==> src/design/slid_pkg.sv <==
// shared types and codes for the sorted list block
package slid_pkg;

    typedef logic [1:0] action_t;
    localparam action_t ACT_INSERT = 2'd0;
    localparam action_t ACT_DELETE = 2'd1;
    localparam action_t ACT_DUMP   = 2'd2;

    typedef logic [1:0] status_t;
    localparam status_t ST_OK        = 2'd0;
    localparam status_t ST_NOT_FOUND = 2'd1;
    localparam status_t ST_FULL      = 2'd2;
    localparam status_t ST_EMPTY     = 2'd3;

    localparam int VALUE_W = 32;
    localparam int COUNT_W = 5;

    // datapath operations issued by the controller
    typedef enum logic [2:0] {
        OP_NONE,
        OP_INSERT,
        OP_DELETE,
        OP_ROTATE,
        OP_EMPTY
    } op_t;

    typedef struct packed {
        op_t  op;
        logic last;
    } dp_cmd_t;

    typedef struct packed {
        logic count_zero;
        logic dump_last;
    } dp_stat_t;

endpackage

==> src/design/slid_in_if.sv <==
// request channel carrying action and value
interface slid_in_if
    import slid_pkg::*;
();
    logic                        valid;
    logic                        ready;
    action_t                     action;
    logic signed [VALUE_W-1:0]   value;

    modport source (output valid, action, value, input ready);
    modport sink   (input valid, action, value, output ready);
endinterface

==> src/design/slid_out_if.sv <==
// result channel carrying status, entry, count and last flag
interface slid_out_if
    import slid_pkg::*;
();
    logic                        valid;
    logic                        ready;
    status_t                     status;
    logic signed [VALUE_W-1:0]   entry;
    logic [COUNT_W-1:0]          stored_count;
    logic                        last;

    modport source (output valid, status, entry, stored_count, last, input ready);
    modport sink   (input valid, status, entry, stored_count, last, output ready);
endinterface

==> src/design/sorted_list_insert_delete.sv <==
// top level of the sorted list block
// Holds up to DEPTH signed 32-bit values in ascending order in a chain of
// registers, duplicates allowed. Insert and delete requests compare the value
// against every cell at once and shift the chain directly, so each
// gives one result. A dump walks the list by rotating the chain one place
// per cycle while the output register is free and gives one result per
// stored entry (last set on the final one), or a single empty result when
// nothing is held; no new request is taken until its last result has
// been loaded. Results sit in an output register, so a request is taken as
// long as that register is empty or being drained. There is no clearing pass
// after reset. Unused action codes are dropped without a result.
module sorted_list_insert_delete
    import slid_pkg::*;
#(
    parameter int DEPTH = 16
) (
    input  logic        clk,
    input  logic        rst_n,
    slid_in_if.sink     request,
    slid_out_if.source  result
);

    dp_cmd_t  cmd;
    dp_stat_t stat;

    slid_ctrl u_ctrl (
        .clk       (clk),
        .rst_n     (rst_n),
        .in_valid  (request.valid),
        .action    (request.action),
        .in_ready  (request.ready),
        .out_valid (result.valid),
        .out_ready (result.ready),
        .stat      (stat),
        .cmd       (cmd)
    );

    slid_datapath #(
        .DEPTH (DEPTH)
    ) u_datapath (
        .clk          (clk),
        .rst_n        (rst_n),
        .value        (request.value),
        .cmd          (cmd),
        .stat         (stat),
        .status       (result.status),
        .entry        (result.entry),
        .stored_count (result.stored_count),
        .last         (result.last)
    );

endmodule

==> src/design/slid_datapath.sv <==
// sorted cell chain, entry count, dump rotation counter and result register
module slid_datapath
    import slid_pkg::*;
#(
    parameter int DEPTH = 16
) (
    input  logic                      clk,
    input  logic                      rst_n,
    input  logic signed [VALUE_W-1:0] value,
    input  dp_cmd_t                   cmd,
    output dp_stat_t                  stat,
    output status_t                   status,
    output logic signed [VALUE_W-1:0] entry,
    output logic [COUNT_W-1:0]        stored_count,
    output logic                      last
);

    localparam int CW = $clog2(DEPTH + 1);

    logic signed [VALUE_W-1:0] cells_reg [DEPTH];
    logic signed [VALUE_W-1:0] cells_next [DEPTH];
    logic [CW-1:0]             count_reg;
    logic [CW-1:0]             count_next;
    logic [CW-1:0]             rot_reg;
    logic [CW-1:0]             rot_next;
    status_t                   status_reg;
    status_t                   status_next;
    logic signed [VALUE_W-1:0] entry_reg;
    logic signed [VALUE_W-1:0] entry_next;
    logic [COUNT_W-1:0]        scount_reg;
    logic                      last_reg;
    logic [DEPTH-1:0]          less;
    logic [DEPTH-1:0]          match;
    logic                      full;
    logic                      found;
    logic [CW+COUNT_W-1:0]     count_ext;

    // per-cell compares against the request value
    always_comb
    begin
        for (int i = 0; i < DEPTH; i++)
        begin
            less[i]  = (CW'(i) < count_reg) && (cells_reg[i] < value);
            match[i] = (CW'(i) < count_reg) && (cells_reg[i] == value);
        end
    end

    assign full  = (count_reg == CW'(DEPTH));
    assign found = |match;

    assign stat.count_zero = (count_reg == '0);
    assign stat.dump_last  = ((rot_reg + CW'(1)) == count_reg);

    // next state of the chain and the result fields
    always_comb
    begin
        for (int i = 0; i < DEPTH; i++)
            cells_next[i] = cells_reg[i];
        count_next  = count_reg;
        rot_next    = rot_reg;
        status_next = ST_OK;
        entry_next  = value;
        case (cmd.op)
            OP_INSERT:
            begin
                if (full)
                    status_next = ST_FULL;
                else
                begin
                    for (int i = 0; i < DEPTH; i++)
                    begin
                        if (!less[i])
                        begin
                            if (i == 0)
                                cells_next[i] = value;
                            else if (less[(i == 0) ? 0 : i - 1])
                                cells_next[i] = value;
                            else
                                cells_next[i] = cells_reg[(i == 0) ? 0 : i - 1];
                        end
                    end
                    count_next = count_reg + CW'(1);
                end
            end
            OP_DELETE:
            begin
                if (!found)
                    status_next = ST_NOT_FOUND;
                else
                begin
                    // entries at or past the first equal one move down
                    for (int i = 0; i < DEPTH - 1; i++)
                    begin
                        if ((CW'(i) < count_reg) && !less[i])
                            cells_next[i] = cells_reg[i + 1];
                    end
                    count_next = count_reg - CW'(1);
                end
            end
            OP_ROTATE:
            begin
                // emit the head and rotate the held entries by one
                entry_next = cells_reg[0];
                for (int i = 0; i < DEPTH; i++)
                begin
                    if ((CW'(i) + CW'(1)) == count_reg)
                        cells_next[i] = cells_reg[0];
                    else if ((CW'(i) + CW'(1)) < count_reg)
                        cells_next[i] = cells_reg[(i == DEPTH - 1) ? i : i + 1];
                end
                rot_next = stat.dump_last ? '0 : rot_reg + CW'(1);
            end
            OP_EMPTY:
            begin
                status_next = ST_EMPTY;
                entry_next  = '0;
            end
            default:
            begin
            end
        endcase
    end

    assign count_ext = {{COUNT_W{1'b0}}, count_next};

    // cell payload, no reset
    always_ff @(posedge clk)
    begin
        for (int i = 0; i < DEPTH; i++)
            cells_reg[i] <= cells_next[i];
    end

    // result register loads whenever an operation is issued
    always_ff @(posedge clk)
    begin
        if (cmd.op != OP_NONE)
        begin
            status_reg <= status_next;
            entry_reg  <= entry_next;
            scount_reg <= count_ext[COUNT_W-1:0];
            last_reg   <= cmd.last;
        end
    end

    // control counters
    always_ff @(posedge clk or negedge rst_n)
    begin
        if (!rst_n)
        begin
            count_reg <= '0;
            rot_reg   <= '0;
        end
        else
        begin
            count_reg <= count_next;
            rot_reg   <= rot_next;
        end
    end

    assign status       = status_reg;
    assign entry        = entry_reg;
    assign stored_count = scount_reg;
    assign last         = last_reg;

endmodule

==> src/design/slid_ctrl.sv <==
// controller: request decode, dump sequencing and result valid
module slid_ctrl
    import slid_pkg::*;
(
    input  logic     clk,
    input  logic     rst_n,
    input  logic     in_valid,
    input  action_t  action,
    output logic     in_ready,
    output logic     out_valid,
    input  logic     out_ready,
    input  dp_stat_t stat,
    output dp_cmd_t  cmd
);

    typedef enum logic {
        S_IDLE,
        S_DUMP
    } state_t;

    state_t state_reg;
    state_t state_next;
    logic   out_valid_reg;
    logic   out_valid_next;
    logic   out_free;

    assign out_free = !out_valid_reg || out_ready;
    assign in_ready = (state_reg == S_IDLE) && out_free;

    // command decode
    always_comb
    begin
        state_next = state_reg;
        cmd.op     = OP_NONE;
        cmd.last   = 1'b1;
        unique case (state_reg)
            S_IDLE:
            begin
                if (in_valid && in_ready)
                begin
                    unique case (action)
                        ACT_INSERT: cmd.op = OP_INSERT;
                        ACT_DELETE: cmd.op = OP_DELETE;
                        ACT_DUMP:
                        begin
                            if (stat.count_zero)
                                cmd.op = OP_EMPTY;
                            else
                            begin
                                cmd.op   = OP_ROTATE;
                                cmd.last = stat.dump_last;
                                if (!stat.dump_last)
                                    state_next = S_DUMP;
                            end
                        end
                        default: cmd.op = OP_NONE;
                    endcase
                end
            end
            S_DUMP:
            begin
                if (out_free)
                begin
                    cmd.op   = OP_ROTATE;
                    cmd.last = stat.dump_last;
                    if (stat.dump_last)
                        state_next = S_IDLE;
                end
            end
            default: state_next = S_IDLE;
        endcase
    end

    always_comb
    begin
        if (cmd.op != OP_NONE)
            out_valid_next = 1'b1;
        else if (out_ready)
            out_valid_next = 1'b0;
        else
            out_valid_next = out_valid_reg;
    end

    // state and result valid
    always_ff @(posedge clk or negedge rst_n)
    begin
        if (!rst_n)
        begin
            state_reg     <= S_IDLE;
            out_valid_reg <= 1'b0;
        end
        else
        begin
            state_reg     <= state_next;
            out_valid_reg <= out_valid_next;
        end
    end

    assign out_valid = out_valid_reg;

endmodule

==> src/flat_wrapper.sv <==
// flat-port wrapper written by rule: the top's interface ports become plain ports
module sorted_list_insert_delete_flat import slid_pkg::*;
#(
    parameter int DEPTH = 16
)
  (clk, rst_n, request_valid, request_action, request_value, request_ready, result_valid, result_status, result_entry, result_stored_count, result_last, result_ready);
  slid_in_if request_i ();
  slid_out_if result_i ();
  input  logic clk;
  input  logic rst_n;
  input wire logic [$bits(request_i.valid)-1:0] request_valid;
  input wire logic [$bits(request_i.action)-1:0] request_action;
  input wire logic [$bits(request_i.value)-1:0] request_value;
  output wire logic [$bits(request_i.ready)-1:0] request_ready;
  output wire logic [$bits(result_i.valid)-1:0] result_valid;
  output wire logic [$bits(result_i.status)-1:0] result_status;
  output wire logic [$bits(result_i.entry)-1:0] result_entry;
  output wire logic [$bits(result_i.stored_count)-1:0] result_stored_count;
  output wire logic [$bits(result_i.last)-1:0] result_last;
  input wire logic [$bits(result_i.ready)-1:0] result_ready;
  assign request_i.valid = request_valid;
  assign request_i.action = request_action;
  assign request_i.value = request_value;
  assign request_ready = request_i.ready;
  assign result_valid = result_i.valid;
  assign result_status = result_i.status;
  assign result_entry = result_i.entry;
  assign result_stored_count = result_i.stored_count;
  assign result_last = result_i.last;
  assign result_i.ready = result_ready;
  sorted_list_insert_delete #(.DEPTH(DEPTH)) u_core (.clk(clk), .rst_n(rst_n), .request(request_i), .result(result_i));
endmodule
==> config.mk <==
export PLATFORM = sky130hd
export DESIGN_NAME = sorted_list_insert_delete_flat
export DESIGN_NICKNAME = d
export VERILOG_FILES = /design/src/design/slid_pkg.sv /design/src/design/slid_in_if.sv /design/src/design/slid_out_if.sv /design/src/design/sorted_list_insert_delete.sv /design/src/design/slid_datapath.sv /design/src/design/slid_ctrl.sv /design/src/flat_wrapper.sv
export SDC_FILE = /design/constraint.sdc
export NUM_CORES = 2
export LEC_CHECK = 0
export BUFFER_PORTS_ARGS = -buffer_cell sky130_fd_sc_hd__buf_2
export CAP_MARGIN = 30
export CORE_MARGIN = 3
export CORE_UTILIZATION = 35
export DETAILED_ROUTE_END_ITERATION = 8
export PLACE_DENSITY = 0.55
export SLEW_MARGIN = 0
export SYNTH_ARGS = -nofsm -noshare
export SYNTH_HDL_FRONTEND = slang
export SYNTH_SLANG_ARGS = --single-unit
==> constraint.sdc <==
create_clock -name clk -period 7.4 [get_ports clk]
set_input_delay 0.37 -clock clk [delete_from_list [all_inputs] [get_ports clk]]
set_output_delay 0.37 -clock clk [all_outputs]
set_load 0.01 [all_outputs]
==> impl_metrics.ini <==
[clock_network]
cts.sinks = 564
clockBufferDepth = 3
cts_resized = 0
htree_levels = 3
cts-root-buf = clkbuf_16
cts_buffers = 70
clk_latency_ns = 0.64
path_clk_slew_ns = 0.05
tritoncts = yes

[synthesis]
synthMostInstantiatedCell = edfxtp_1
synth.avg_cell_area_um2 = 10.2
syn_nets = 4848
synth.ff_latch_count = 564
synthCells = 4292
seq_area_frac_synth = 0.387
yosysTopAreaCellShare = 0.380
ys.flop_type = edfxtp_1
yosys_warnings = 0
synth_async_sr_flop_share = 0.0213
synth.area.top_cells = edfxtp_1 38%, ha_1 15%, mux2i_1 9.6%, a22oi_1 5.7%, o21ai_0 5.5%
netlist_area_um2 = 43600
synth_edf_count = 552
yosys.area.top_type = edfxtp_1
ys_types = 92
synth_commonest_cells = 552 x edfxtp_1, 518 x ha_1, 477 x o21ai_0, 419 x mux2i_1, 334 x a22oi_1

[sta]
tns_ns = 0
rsz0062_at_grt = false
min_period_ns = 4.86
setup_viol_count_final = 0
fmax_ghz = 0.206
slew-limit-headroom = 0.300
fin_crit_sh = 0.656
worst_pin_slew_ns = 1.05
hold_violations = 0
skew_ns = 0.0200
hold-worst-slack_ns = 0.174
drv_slew = 0

[min_path]
hp-class = in2async

[placement]
port_buffers = 79
place_hpwl_mm = 122
place.gp.congestion = 0.961
placed_cell_area_um2 = 46200
dp.cells = 5811

[job]
drv_cap = 0

[detailed_routing]
vias = 37700
drt-vias-per-instance = 6.35
drt_pass1_iterations = 7
drc_errors = 0
wl_mm = 172
ant_nets = 0
drt_iter0_markers = 4545
wl_per_cell_um = 28.9

[worst_setup_path]
critPathMaxStageDelay_ns = 0.66
required_ns = 7.66
arrival_ns = 5.12
critPathTopFamily = simple AND/OR/NAND/NOR gates
cp_slowest_cell = nor4_1
crit_chain = buf_2, inv_1, ha_1, nand4_1, nor4_1, nand4_1, o2111ai_2, nor4_4, nand2_4, o21ai_4, buf_4, nor3_4, buf_4
path_max_fanout = 25
endpoint_kind = register
crit_type = in2reg
crit_buf_inv = 4
start_kind = primary input

[die]
core_um2 = 123000
chipHeight_um = 359
rows = 128
die_w_um = 359
dieArea_um2 = 129000
start_util = 0.356
io-pin-count = 80

[power_and_ir_drop]
ir_worst_vdd_uv = 330
p_leak_nw = 18.6
power.density_nw_per_um2 = 556

[final_layout]
stdcell_area_um2 = 48300
fin_nets = 4815
n_fill_cell = 12100
largest_reg_flops = 512
drive_gt1_frac = 0.0978
area_growth_pct = 10.7
stdcell_count = 5939

[global_routing]
grt_use_total = 0.255
grt_overflow = 0
antenna_found_initial = 10
grt_pass1_vias = 36700
grt_pass1_wl_mm = 252
grt_start_max_net_pins = 208

[outcome]
outcome = finished, final reports clean
cells by family (layout without fill, tap and decap cells):
| logic type | Yosys count | in the layout | share of synthesized area |
|---|---|---|---|
| DFF | 564 | 564 | 0.387 |
| other | 0 | 9 | 0 |
| buffers and inverters | 414 | 427 | 0.0400 |
| AOI/OAI and AO/OA | 1480 | 1480 | 0.218 |
| and+or+nand+nor | 843 | 843 | 0.0969 |
| adders and majority gates | 518 | 518 | 0.149 |
| xor gates and xnor gates | 12 | 12 | 0.00241 |
| muxes | 461 | 461 | 0.108 |
repair_timing:
item / 4_1_cts / 5_1_grt
endpoints found under the hold margin: 12 / 0
hold buffers: 1 / 0
setup buffers: 0 / 0
cell type report:
cell class	instances	area [µm²]	share of cell area
Tap cell	1625	2030	0.0421
Antenna cell	9	22.5	0.000466
Multi-Input combinational cell	3314	25400	0.526
Clock buffer	92	1890	0.0390
Timing Repair Buffer	214	1520	0.0316
Clock inverter	26	198	0.00409
Inverter	95	357	0.00738
Sequential cell	564	16900	0.349
path summary, 6_finish.rpt:
kind | startpoint | endpoint | slack, ns | cells past startpoint
max | request_value[31] | u_core.u_datapath.cells_reg[0][55] | 2.54 | 13
min | rst_n | u_core.u_ctrl.out_valid | 0.17 | 2
max reg2reg | u_core.u_datapath.count_reg[0] | u_core.u_datapath.cells_reg[1][220] | 2.62 | 11
min reg2reg | u_core.u_datapath.rot_reg[1] | u_core.u_datapath.rot_reg[1] | 0.52 | 2
max in group asynchronous | rst_n | u_core.u_ctrl.state_reg | 6.97 | 2
min in group clk | result_ready | u_core.u_ctrl.state_reg | 0.27 | 3
placed cells by master, fill, tap and decap left out, types with 11 or more instances in the layout:
cell type    n
o21a_1      11
nor2_1     144
dfrtp_1     12
mux2_2      39
a211oi_1    29
mux2i_1    416
nand3_1    102
buf_2       83
nor3_1      28
o221ai_1    13
nand2b_1    26
a221o_1     33
clkinv_1    16
nand2_1    246
nand4_1    118
a221oi_1    11
clkbuf_1    18
nor4_1      22
inv_1       93
o21ai_0    475
a22oi_1    334
edfxtp_1   552
a21o_1      46
o211ai_1    20
a21oi_1    279
buf_4      122
o21ai_1     43
ha_1       518
and2_1      38
o311ai_0    34
nor2b_1     40
a22o_1      60
clkbuf_16   71
per-stage QoR:
stage           util  power (mW)  setup slack (ns)
2_1_floorplan      -        17.5              1.80
3_3_place_gp   0.375        22.8              1.63
3_5_place_dp   0.376        23.2              1.96
4_1_cts        0.394        26.6              2.63
5_1_grt        0.394        28.4              2.47
6_report       0.394        26.9              2.54
layer usage:
metal  up-vias  share of wire  GRT usage  wire, µm
met5         -              0          0         0
met4         0          0.048      0.120      8260
met3       374          0.075     0.0324     12900
met2      1913           0.47      0.418     80100
met1     18700           0.41      0.335     70500
li1      16800              -          -         -
power breakdown:
part,switching (mW),internal (mW)
Sequential,2.17,6.75
Clock,1.47,1.88
Combinational,9.33,5.26
Power figures use the tool's default switching activity.
